`src/sv/fivar_pkg.sv`:
```
`timescale 1ns / 1ps
// ----------------------------------------------------------------------------
// fivar_pkg
// Shared widths, defaults and the sequencer state type of the frame interval
// running variance block.
// ----------------------------------------------------------------------------
package fivar_pkg;

    // Field widths
    localparam int TIME_W     = 48;
    localparam int INTERVAL_W = 32;
    localparam int COUNT_W    = 32;
    localparam int MEAN_OUT_W = 40;
    localparam int M2_W       = 64;

    // Default fraction bits of the running mean
    localparam int MEAN_FRACTION_BITS_DEF = 8;

    // Iteration counter covers the longest pass (the 64-bit division)
    localparam int ITER_W = $clog2(M2_W + 1);

    // Sequencer states
    typedef enum logic [3:0] {
        S_IDLE,
        S_PREP,
        S_DIV_MEAN,
        S_MEAN,
        S_D2,
        S_MUL,
        S_ACC,
        S_DIV_VAR,
        S_FINISH
    } state_t;

endpackage

```
`src/sv/fivar_in_if.sv`:
```
`timescale 1ns / 1ps
// ----------------------------------------------------------------------------
// fivar_in_if
// Frame arrival channel: valid/ready handshake with the arrival timestamp.
// ----------------------------------------------------------------------------
interface fivar_in_if;
    logic                            valid;
    logic                            ready;
    logic [fivar_pkg::TIME_W-1:0]    arrival_time_us;

    modport source (output valid, output arrival_time_us, input ready);
    modport sink   (input valid, input arrival_time_us, output ready);
endinterface

```
`src/sv/fivar_out_if.sv`:
```
`timescale 1ns / 1ps
// ----------------------------------------------------------------------------
// fivar_out_if
// Statistics result channel: valid/ready handshake with interval, count,
// running mean and sample variance.
// ----------------------------------------------------------------------------
interface fivar_out_if;
    logic                                valid;
    logic                                ready;
    logic [fivar_pkg::INTERVAL_W-1:0]    interval_us;
    logic [fivar_pkg::COUNT_W-1:0]       sample_count;
    logic [fivar_pkg::MEAN_OUT_W-1:0]    mean_interval;
    logic                                variance_valid;
    logic [fivar_pkg::M2_W-1:0]          variance;

    modport source (
        output valid, output interval_us, output sample_count,
        output mean_interval, output variance_valid, output variance,
        input  ready
    );
    modport sink (
        input  valid, input interval_us, input sample_count,
        input  mean_interval, input variance_valid, input variance,
        output ready
    );
endinterface

```
`src/sv/frame_interval_running_variance.sv`:
```
`timescale 1ns / 1ps
// With W = 32 + MEAN_FRACTION_BITS, a frame runs the mean division, a
// bit-serial multiply and, once two intervals exist, the variance division
// before its result is registered; the first frame after reset skips all
// three. One shared restoring divider (W then 64 steps, one bit per cycle)
// does both divisions. A new frame is taken only when idle. Reset clears the
// statistics and waits for a first frame again.
// ----------------------------------------------------------------------------
// frame_interval_running_variance
// Welford running mean and sample variance of frame arrival intervals, in
// fixed point, built around one serial divider and one serial multiplier.
// ----------------------------------------------------------------------------
module frame_interval_running_variance #(
    parameter int MEAN_FRACTION_BITS = fivar_pkg::MEAN_FRACTION_BITS_DEF
) (
    input  logic         clk,
    input  logic         rst_n,
    fivar_in_if.sink     frame,
    fivar_out_if.source  stats
);

    localparam int MW    = fivar_pkg::INTERVAL_W + MEAN_FRACTION_BITS;
    localparam int ACC_W = 2 * MW;
    localparam int DW    = fivar_pkg::M2_W;
    localparam int CW    = fivar_pkg::COUNT_W;
    localparam int IW    = fivar_pkg::ITER_W;

    localparam logic [CW-1:0]   COUNT_MAX = '1;
    localparam logic [DW-1:0]   M2_MAX    = '1;
    localparam logic [63:0]     MEAN_SAT  = 64'((65'd1 << fivar_pkg::MEAN_OUT_W) - 65'd1);

    // Sequencer and statistics state
    fivar_pkg::state_t              state_reg, state_next;
    logic                           first_reg;
    logic [fivar_pkg::TIME_W-1:0]   prev_reg;
    logic [CW-1:0]                  count_reg;
    logic [MW-1:0]                  mean_reg;
    logic [DW-1:0]                  m2_reg;
    logic [IW-1:0]                  iter_reg;
    logic                           out_valid_reg;

    // Datapath (no reset)
    logic [fivar_pkg::INTERVAL_W-1:0] interval_reg;
    logic                           neg_reg;
    logic [MW-1:0]                  d1_reg;
    logic [DW-1:0]                  div_reg;
    logic [CW-1:0]                  rem_reg;
    logic [CW-1:0]                  divisor_reg;
    logic [ACC_W-1:0]               acc_reg;

    logic [fivar_pkg::INTERVAL_W-1:0] out_interval_reg;
    logic [CW-1:0]                  out_count_reg;
    logic [fivar_pkg::MEAN_OUT_W-1:0] out_mean_reg;
    logic                           out_vvalid_reg;
    logic [DW-1:0]                  out_var_reg;

    // Control strobes
    logic                           in_ready;
    logic                           accept;
    logic                           div_step;
    logic                           fin_load;
    logic                           last_iter;

    // Combinational datapath terms
    logic [fivar_pkg::TIME_W-1:0]   time_diff;
    logic [fivar_pkg::INTERVAL_W-1:0] interval_sat;
    logic [MW-1:0]                  xs;
    logic [MW-1:0]                  quot;
    logic [MW-1:0]                  d2;
    logic [CW:0]                    rem_sh;
    logic                           rem_ge;
    logic [MW:0]                    mul_sum;
    logic [DW-1:0]                  m2_step;
    logic [DW:0]                    m2_sum;
    logic [DW-1:0]                  m2_new;
    logic                           var_ok;

    assign accept    = frame.valid && in_ready;
    assign last_iter = (iter_reg == IW'(1));

    // Interval: 48-bit modular difference, saturated to 32 bits
    assign time_diff    = frame.arrival_time_us - prev_reg;
    assign interval_sat = (|time_diff[fivar_pkg::TIME_W-1:fivar_pkg::INTERVAL_W])
                          ? '1 : time_diff[fivar_pkg::INTERVAL_W-1:0];

    // Welford terms
    assign xs   = MW'(interval_reg) << MEAN_FRACTION_BITS;
    assign quot = div_reg[MW-1:0];
    assign d2   = neg_reg ? (mean_reg - xs) : (xs - mean_reg);

    // Restoring divider step, one quotient bit per cycle
    assign rem_sh = {rem_reg, div_reg[DW-1]};
    assign rem_ge = (rem_sh >= {1'b0, divisor_reg});

    // Shift-add multiplier step, multiplier in the low half of acc
    assign mul_sum = {1'b0, acc_reg[ACC_W-1:MW]} + {1'b0, (acc_reg[0] ? d1_reg : '0)};

    // Product scaled by 2^-(2F) is exactly 64 bits wide; saturating M2 add
    assign m2_step = acc_reg[ACC_W-1:2*MEAN_FRACTION_BITS];
    assign m2_sum  = {1'b0, m2_reg} + {1'b0, m2_step};
    assign m2_new  = m2_sum[DW] ? M2_MAX : m2_sum[DW-1:0];

    assign var_ok = (count_reg > CW'(1));

    // Next state
    always_comb
    begin
        state_next = state_reg;
        case (state_reg)
            fivar_pkg::S_IDLE:
            begin
                if (accept)
                    state_next = first_reg ? fivar_pkg::S_FINISH : fivar_pkg::S_PREP;
            end
            fivar_pkg::S_PREP:     state_next = fivar_pkg::S_DIV_MEAN;
            fivar_pkg::S_DIV_MEAN:
            begin
                if (last_iter)
                    state_next = fivar_pkg::S_MEAN;
            end
            fivar_pkg::S_MEAN:     state_next = fivar_pkg::S_D2;
            fivar_pkg::S_D2:       state_next = fivar_pkg::S_MUL;
            fivar_pkg::S_MUL:
            begin
                if (last_iter)
                    state_next = fivar_pkg::S_ACC;
            end
            fivar_pkg::S_ACC:
                state_next = var_ok ? fivar_pkg::S_DIV_VAR : fivar_pkg::S_FINISH;
            fivar_pkg::S_DIV_VAR:
            begin
                if (last_iter)
                    state_next = fivar_pkg::S_FINISH;
            end
            fivar_pkg::S_FINISH:
            begin
                if (!out_valid_reg || stats.ready)
                    state_next = fivar_pkg::S_IDLE;
            end
            default:               state_next = fivar_pkg::S_IDLE;
        endcase
    end

    // Sequencer outputs
    always_comb
    begin
        in_ready = 1'b0;
        div_step = 1'b0;
        fin_load = 1'b0;
        case (state_reg)
            fivar_pkg::S_IDLE:     in_ready = 1'b1;
            fivar_pkg::S_DIV_MEAN: div_step = 1'b1;
            fivar_pkg::S_DIV_VAR:  div_step = 1'b1;
            fivar_pkg::S_FINISH:   fin_load = !out_valid_reg || stats.ready;
            default:
            begin
                in_ready = 1'b0;
            end
        endcase
    end

    // Control and statistics state
    always_ff @(posedge clk or negedge rst_n)
    begin
        if (!rst_n)
        begin
            state_reg     <= fivar_pkg::S_IDLE;
            first_reg     <= 1'b1;
            prev_reg      <= '0;
            count_reg     <= '0;
            mean_reg      <= '0;
            m2_reg        <= '0;
            iter_reg      <= '0;
            out_valid_reg <= 1'b0;
        end
        else
        begin
            state_reg <= state_next;

            if (accept)
            begin
                prev_reg  <= frame.arrival_time_us;
                first_reg <= 1'b0;
                if (!first_reg && count_reg != COUNT_MAX)
                    count_reg <= count_reg + CW'(1);
            end

            // Iteration counter for the serial passes
            case (state_reg)
                fivar_pkg::S_PREP: iter_reg <= IW'(MW);
                fivar_pkg::S_D2:   iter_reg <= IW'(MW);
                fivar_pkg::S_ACC:  iter_reg <= IW'(DW);
                default:
                begin
                    if (state_reg inside {fivar_pkg::S_DIV_MEAN, fivar_pkg::S_MUL,
                                          fivar_pkg::S_DIV_VAR})
                        iter_reg <= iter_reg - IW'(1);
                end
            endcase

            if (state_reg == fivar_pkg::S_MEAN)
                mean_reg <= neg_reg ? (mean_reg - quot) : (mean_reg + quot);

            if (state_reg == fivar_pkg::S_ACC)
                m2_reg <= m2_new;

            // Output register handshake
            if (fin_load)
                out_valid_reg <= 1'b1;
            else if (stats.ready)
                out_valid_reg <= 1'b0;
        end
    end

    // Datapath registers
    always_ff @(posedge clk)
    begin
        if (accept)
            interval_reg <= first_reg ? '0 : interval_sat;

        case (state_reg)
            // Deviation from the mean, load divider left-aligned for W steps
            fivar_pkg::S_PREP:
            begin
                neg_reg     <= (xs < mean_reg);
                d1_reg      <= (xs < mean_reg) ? (mean_reg - xs) : (xs - mean_reg);
                div_reg     <= DW'((xs < mean_reg) ? (mean_reg - xs) : (xs - mean_reg))
                               << (DW - MW);
                rem_reg     <= '0;
                divisor_reg <= count_reg;
            end
            // Load multiplier with d2
            fivar_pkg::S_D2:
                acc_reg <= {{MW{1'b0}}, d2};
            fivar_pkg::S_MUL:
                acc_reg <= {mul_sum, acc_reg[MW-1:1]};
            // Load divider with the updated M2 over count - 1
            fivar_pkg::S_ACC:
            begin
                div_reg     <= m2_new;
                rem_reg     <= '0;
                divisor_reg <= count_reg - CW'(1);
            end
            default:
            begin
                if (div_step)
                begin
                    rem_reg <= rem_ge ? CW'(rem_sh - {1'b0, divisor_reg}) : rem_sh[CW-1:0];
                    div_reg <= {div_reg[DW-2:0], rem_ge};
                end
            end
        endcase

        // Result register
        if (fin_load)
        begin
            out_interval_reg <= interval_reg;
            out_count_reg    <= count_reg;
            out_mean_reg     <= (64'(mean_reg) > MEAN_SAT)
                                ? fivar_pkg::MEAN_OUT_W'(MEAN_SAT)
                                : fivar_pkg::MEAN_OUT_W'(64'(mean_reg));
            out_vvalid_reg   <= var_ok;
            out_var_reg      <= var_ok ? div_reg : '0;
        end
    end

    // Ports
    assign frame.ready          = in_ready;
    assign stats.valid          = out_valid_reg;
    assign stats.interval_us    = out_interval_reg;
    assign stats.sample_count   = out_count_reg;
    assign stats.mean_interval  = out_mean_reg;
    assign stats.variance_valid = out_vvalid_reg;
    assign stats.variance       = out_var_reg;

endmodule
```
`src/flat_wrapper.sv`:
```
// flat-port wrapper written by rule: the top's interface ports become plain ports
module frame_interval_running_variance_flat 
#(
    parameter int MEAN_FRACTION_BITS = fivar_pkg::MEAN_FRACTION_BITS_DEF
)
  (clk, rst_n, frame_valid, frame_arrival_time_us, frame_ready, stats_valid, stats_interval_us, stats_sample_count, stats_mean_interval, stats_variance_valid, stats_variance, stats_ready);
  fivar_in_if frame_i ();
  fivar_out_if stats_i ();
  input  logic clk;
  input  logic rst_n;
  input wire logic [$bits(frame_i.valid)-1:0] frame_valid;
  input wire logic [$bits(frame_i.arrival_time_us)-1:0] frame_arrival_time_us;
  output wire logic [$bits(frame_i.ready)-1:0] frame_ready;
  output wire logic [$bits(stats_i.valid)-1:0] stats_valid;
  output wire logic [$bits(stats_i.interval_us)-1:0] stats_interval_us;
  output wire logic [$bits(stats_i.sample_count)-1:0] stats_sample_count;
  output wire logic [$bits(stats_i.mean_interval)-1:0] stats_mean_interval;
  output wire logic [$bits(stats_i.variance_valid)-1:0] stats_variance_valid;
  output wire logic [$bits(stats_i.variance)-1:0] stats_variance;
  input wire logic [$bits(stats_i.ready)-1:0] stats_ready;
  assign frame_i.valid = frame_valid;
  assign frame_i.arrival_time_us = frame_arrival_time_us;
  assign frame_ready = frame_i.ready;
  assign stats_valid = stats_i.valid;
  assign stats_interval_us = stats_i.interval_us;
  assign stats_sample_count = stats_i.sample_count;
  assign stats_mean_interval = stats_i.mean_interval;
  assign stats_variance_valid = stats_i.variance_valid;
  assign stats_variance = stats_i.variance;
  assign stats_i.ready = stats_ready;
  frame_interval_running_variance #(.MEAN_FRACTION_BITS(MEAN_FRACTION_BITS)) u_core (.clk(clk), .rst_n(rst_n), .frame(frame_i), .stats(stats_i));
endmodule
```
`config.mk`:
```
export PLATFORM = sky130hd
export DESIGN_NAME = frame_interval_running_variance_flat
export DESIGN_NICKNAME = d
export VERILOG_FILES = /design/src/sv/fivar_pkg.sv /design/src/sv/fivar_in_if.sv /design/src/sv/fivar_out_if.sv /design/src/sv/frame_interval_running_variance.sv /design/src/flat_wrapper.sv
export SDC_FILE = /design/constraint.sdc
export NUM_CORES = 2
export LEC_CHECK = 0
export ABC_AREA = 1
export BUFFER_PORTS_ARGS = -buffer_cell sky130_fd_sc_hd__buf_2
export CAP_MARGIN = 20
export CORE_AREA = 2 2 296 298
export CTS_BUF_LIST = sky130_fd_sc_hd__clkbuf_4
export CTS_CLUSTER_DIAMETER = 30
export DETAILED_ROUTE_END_ITERATION = 10
export DIE_AREA = 0 0 298 300
export GPL_TIMING_DRIVEN = 0
export PLACE_DENSITY_LB_ADDON = 0.15
export SYNTH_ARGS = -nofsm -noshare
export SYNTH_HDL_FRONTEND = slang
export SYNTH_SLANG_ARGS = --single-unit
```
`constraint.sdc`:
```
create_clock -name clk -period 7.9 [get_ports clk]
set_input_delay 1.185 -clock clk [delete_from_list [all_inputs] [get_ports clk]]
set_output_delay 1.185 -clock clk [all_outputs]
set_load 0.05 [all_outputs]
```
==> impl_metrics.ini <==
[yosys]
synth_top_area_cell = edfxtp_1
synth_warnings = 0
synth_top_area_share_pct = 28.64
synth.distinct_cells = 63
syn_inst = 6378
syn_area_mm2 = 0.04718
synth-seq-cells = 647
ys_top_cells_by_count = 1618 x nand2_1, 1018 x inv_1, 689 x nor2_1, 450 x edfxtp_1, 440 x o21ai_0
syn_avg_cell_area_um2 = 7.397
yosys-top-cells-area = edfxtp_1 29%, nand2_1 13%, dfrtp_1 10%
async_flop_share_pct = 30.45
yosysMostFrequentCell = nand2_1
synth_edf_count = 450
synthFlopType = edfxtp_1
syn-num-nets = 6728
synth-seq-area-share_pct = 39.09

[die]
die_area_mm2 = 0.08940
die_w_um = 298
initial_core_util_pct = 54.72
core-area_mm2 = 0.08621
rows = 108
die_h_um = 300
ios = 223

[grt]
grt_start_max_net_pins = 102
grt_usage_pct = 38.64
grt_pass1_wl_um = 257800
grt_pass1_vias = 43156
grt_antenna_before_repair = 10
overflow = 0

[clocking]
path_clk_slew_ps = 70
cts_buffers = 184
post_cts_resized = 0
cts.sink_count = 647
clkLatencyLatePin_ps = 1160
cts_tree = yes
cts-root-buf = clkbuf_4
holdBufCountCts = 0
htree_levels = 4
clk_path_buf_depth = 3
cts_setup_buffers = 0

[worst_setup_path]
end_kind = register
crit_fanout = 5
r2r_slack_ps = 2920
required_ps = 8890
r2r_cells = 21
worstSetupPathType = register to register
cp-start-kind = register
worstReg2RegEnd = u_core.mean_reg[38]
arrival_ps = 5970
timing.rr.start = u_core.div_reg[0]

[finish]
nets = 7151
area_delta_synth_final_pct = 11.51
layoutNonFillerInstCount = 8113
stdcell_area_mm2 = 0.05261
drive_gt1_share_pct = 9.839
largest_reg_flops = 80

[drt]
antenna_left = 0
drt_wl_total_um = 175000
num_vias = 45474
vias_per_cell = 5.605
drt-met1-wl_um = 68480
wl_per_cell_um = 21.57
wl_met3_um = 14820
top_layer = met5
wl_met2_um = 77190
drt_iter0_drc = 4674
drtPass1Iterations = 8
drc = 0

[timing]
rsz0062_at_grt = false
finalHoldViolCount = 0
tightest_slew_ps = 1133
layout_min_cycle_time_ps = 4980
setup_tns_ps = 0
whs_ps = 84.08
min_period_over_period_pct = 63.04
max-slew-margin-rel_pct = 24.44
fmax_ghz = 0.2008
slew_viol_final = 0
finClkSkew_ps = 92.19
setup_viol = 0

[run_status]
status = complete, no violations

[power]
power_leakage_nw = 24.95
total_power_mw = 24.60
powerDensity_mw_per_mm2 = 467.7
vdd_drop_max_mv = 0.2401

[placement]
io_buffers = 222
gp_congestion = 1.069
post_dp_cell_area_mm2 = 0.05007
dp_cells = 7769
hpwlAfterDp_um = 144000

[flow_run]
cap_violations = 0

[min_path]
hp-class = input port to asynchronous set/reset pin
layout make-up:
type                            instances  area (um^2)
Timing Repair Buffer                  237         1430
Multi-Input combinational cell       4566        24250
Clock inverter                         78        570.5
Tap cell                             1155         1445
Sequential cell                       647        18440
Buffer                                137        651.9
Inverter                             1028         3859
Antenna cell                            6        15.01
Fill cell                            8241        33600
Clock buffer                          259         1944
layout by cell type (no fill, tap or decap), types with 43 or more instances in the layout:
master       n
nor3_1      76
o21bai_1    46
xor2_1     207
ha_1       292
edfxtp_1   450
clkbuf_4   259
nor2_1     687
a21oi_1    410
dfrtp_1    196
a31oi_1     43
nand2_1   1617
xnor2_1     69
nand4_1     58
o21ai_0    440
inv_1     1018
buf_2      250
nand3_1    316
clkbuf_1    73
metrics by stage:
| step | setup WS, ps | utilization (%) |
|---|---|---|
| detailed placement | 3168 | 58.07 |
| CTS | 3092 | 60.99 |
| finish | 2920 | 61.02 |
| global route | 2690 | 61.02 |
| global placement | -97.64 | 57.69 |
| floorplan | 1807 | - |
worst max path at each step:
stage | start | end | slack, ps
final | u_core.div_reg[0] | u_core.mean_reg[38] | 2920
after global routing | u_core.div_reg[0] | u_core.mean_reg[38] | 2690
after CTS | u_core.div_reg[0] | u_core.mean_reg[38] | 3090
after detailed placement | u_core.neg_reg | u_core.mean_reg[27] | 3170
after global placement | stats_ready | u_core.stats.variance[40] | -100
after floorplan | stats_ready | u_core.stats.interval_us[0] | 1810
kinds of logic after synthesis:
kind of cell | synth area share [%]
multiplexers | 0.06365
AND/OR/NAND/NOR | 25.32
XOR/XNOR | 5.124
buffers and inverters | 9.555
flip-flops | 39.09
adder cells (fa/ha/maj) | 7.999
AO/OA/AOI/OAI | 12.84
power breakdown:
group,switching (mW),internal (mW)
Clock,1.58,1.79
Sequential,1.09,5.29
Combinational,10.3,4.54
Total,13.0,11.6
worst max-delay path, stage by stage, from the launching register on:
cell and delay [ps]:
edfxtp_1 500, inv_1 270, ha_1 210, nand3_1 140, nor2_1 170, nand2_1 150
nor2_1 290, a41oi_1 230, nor2_1 260, o21ai_0 260, a21oi_1 250, xor2_1 450
ha_1 260, inv_1 90, nor3_1 300, nand2_1 110, nor3_1 280, nand3_1 200
nand3_1 140, nand2_1 50, nand3_1 70, o21ai_0 90
routing by layer:
metal | vias up | GRT usage (%)
met5 | - | 0
met4 | 8 | 27.53
met3 | 491 | 7.161
met2 | 2143 | 60.87
met1 | 21081 | 48.06
li1 | 21751 | -
Power figures use the tool's default switching activity.
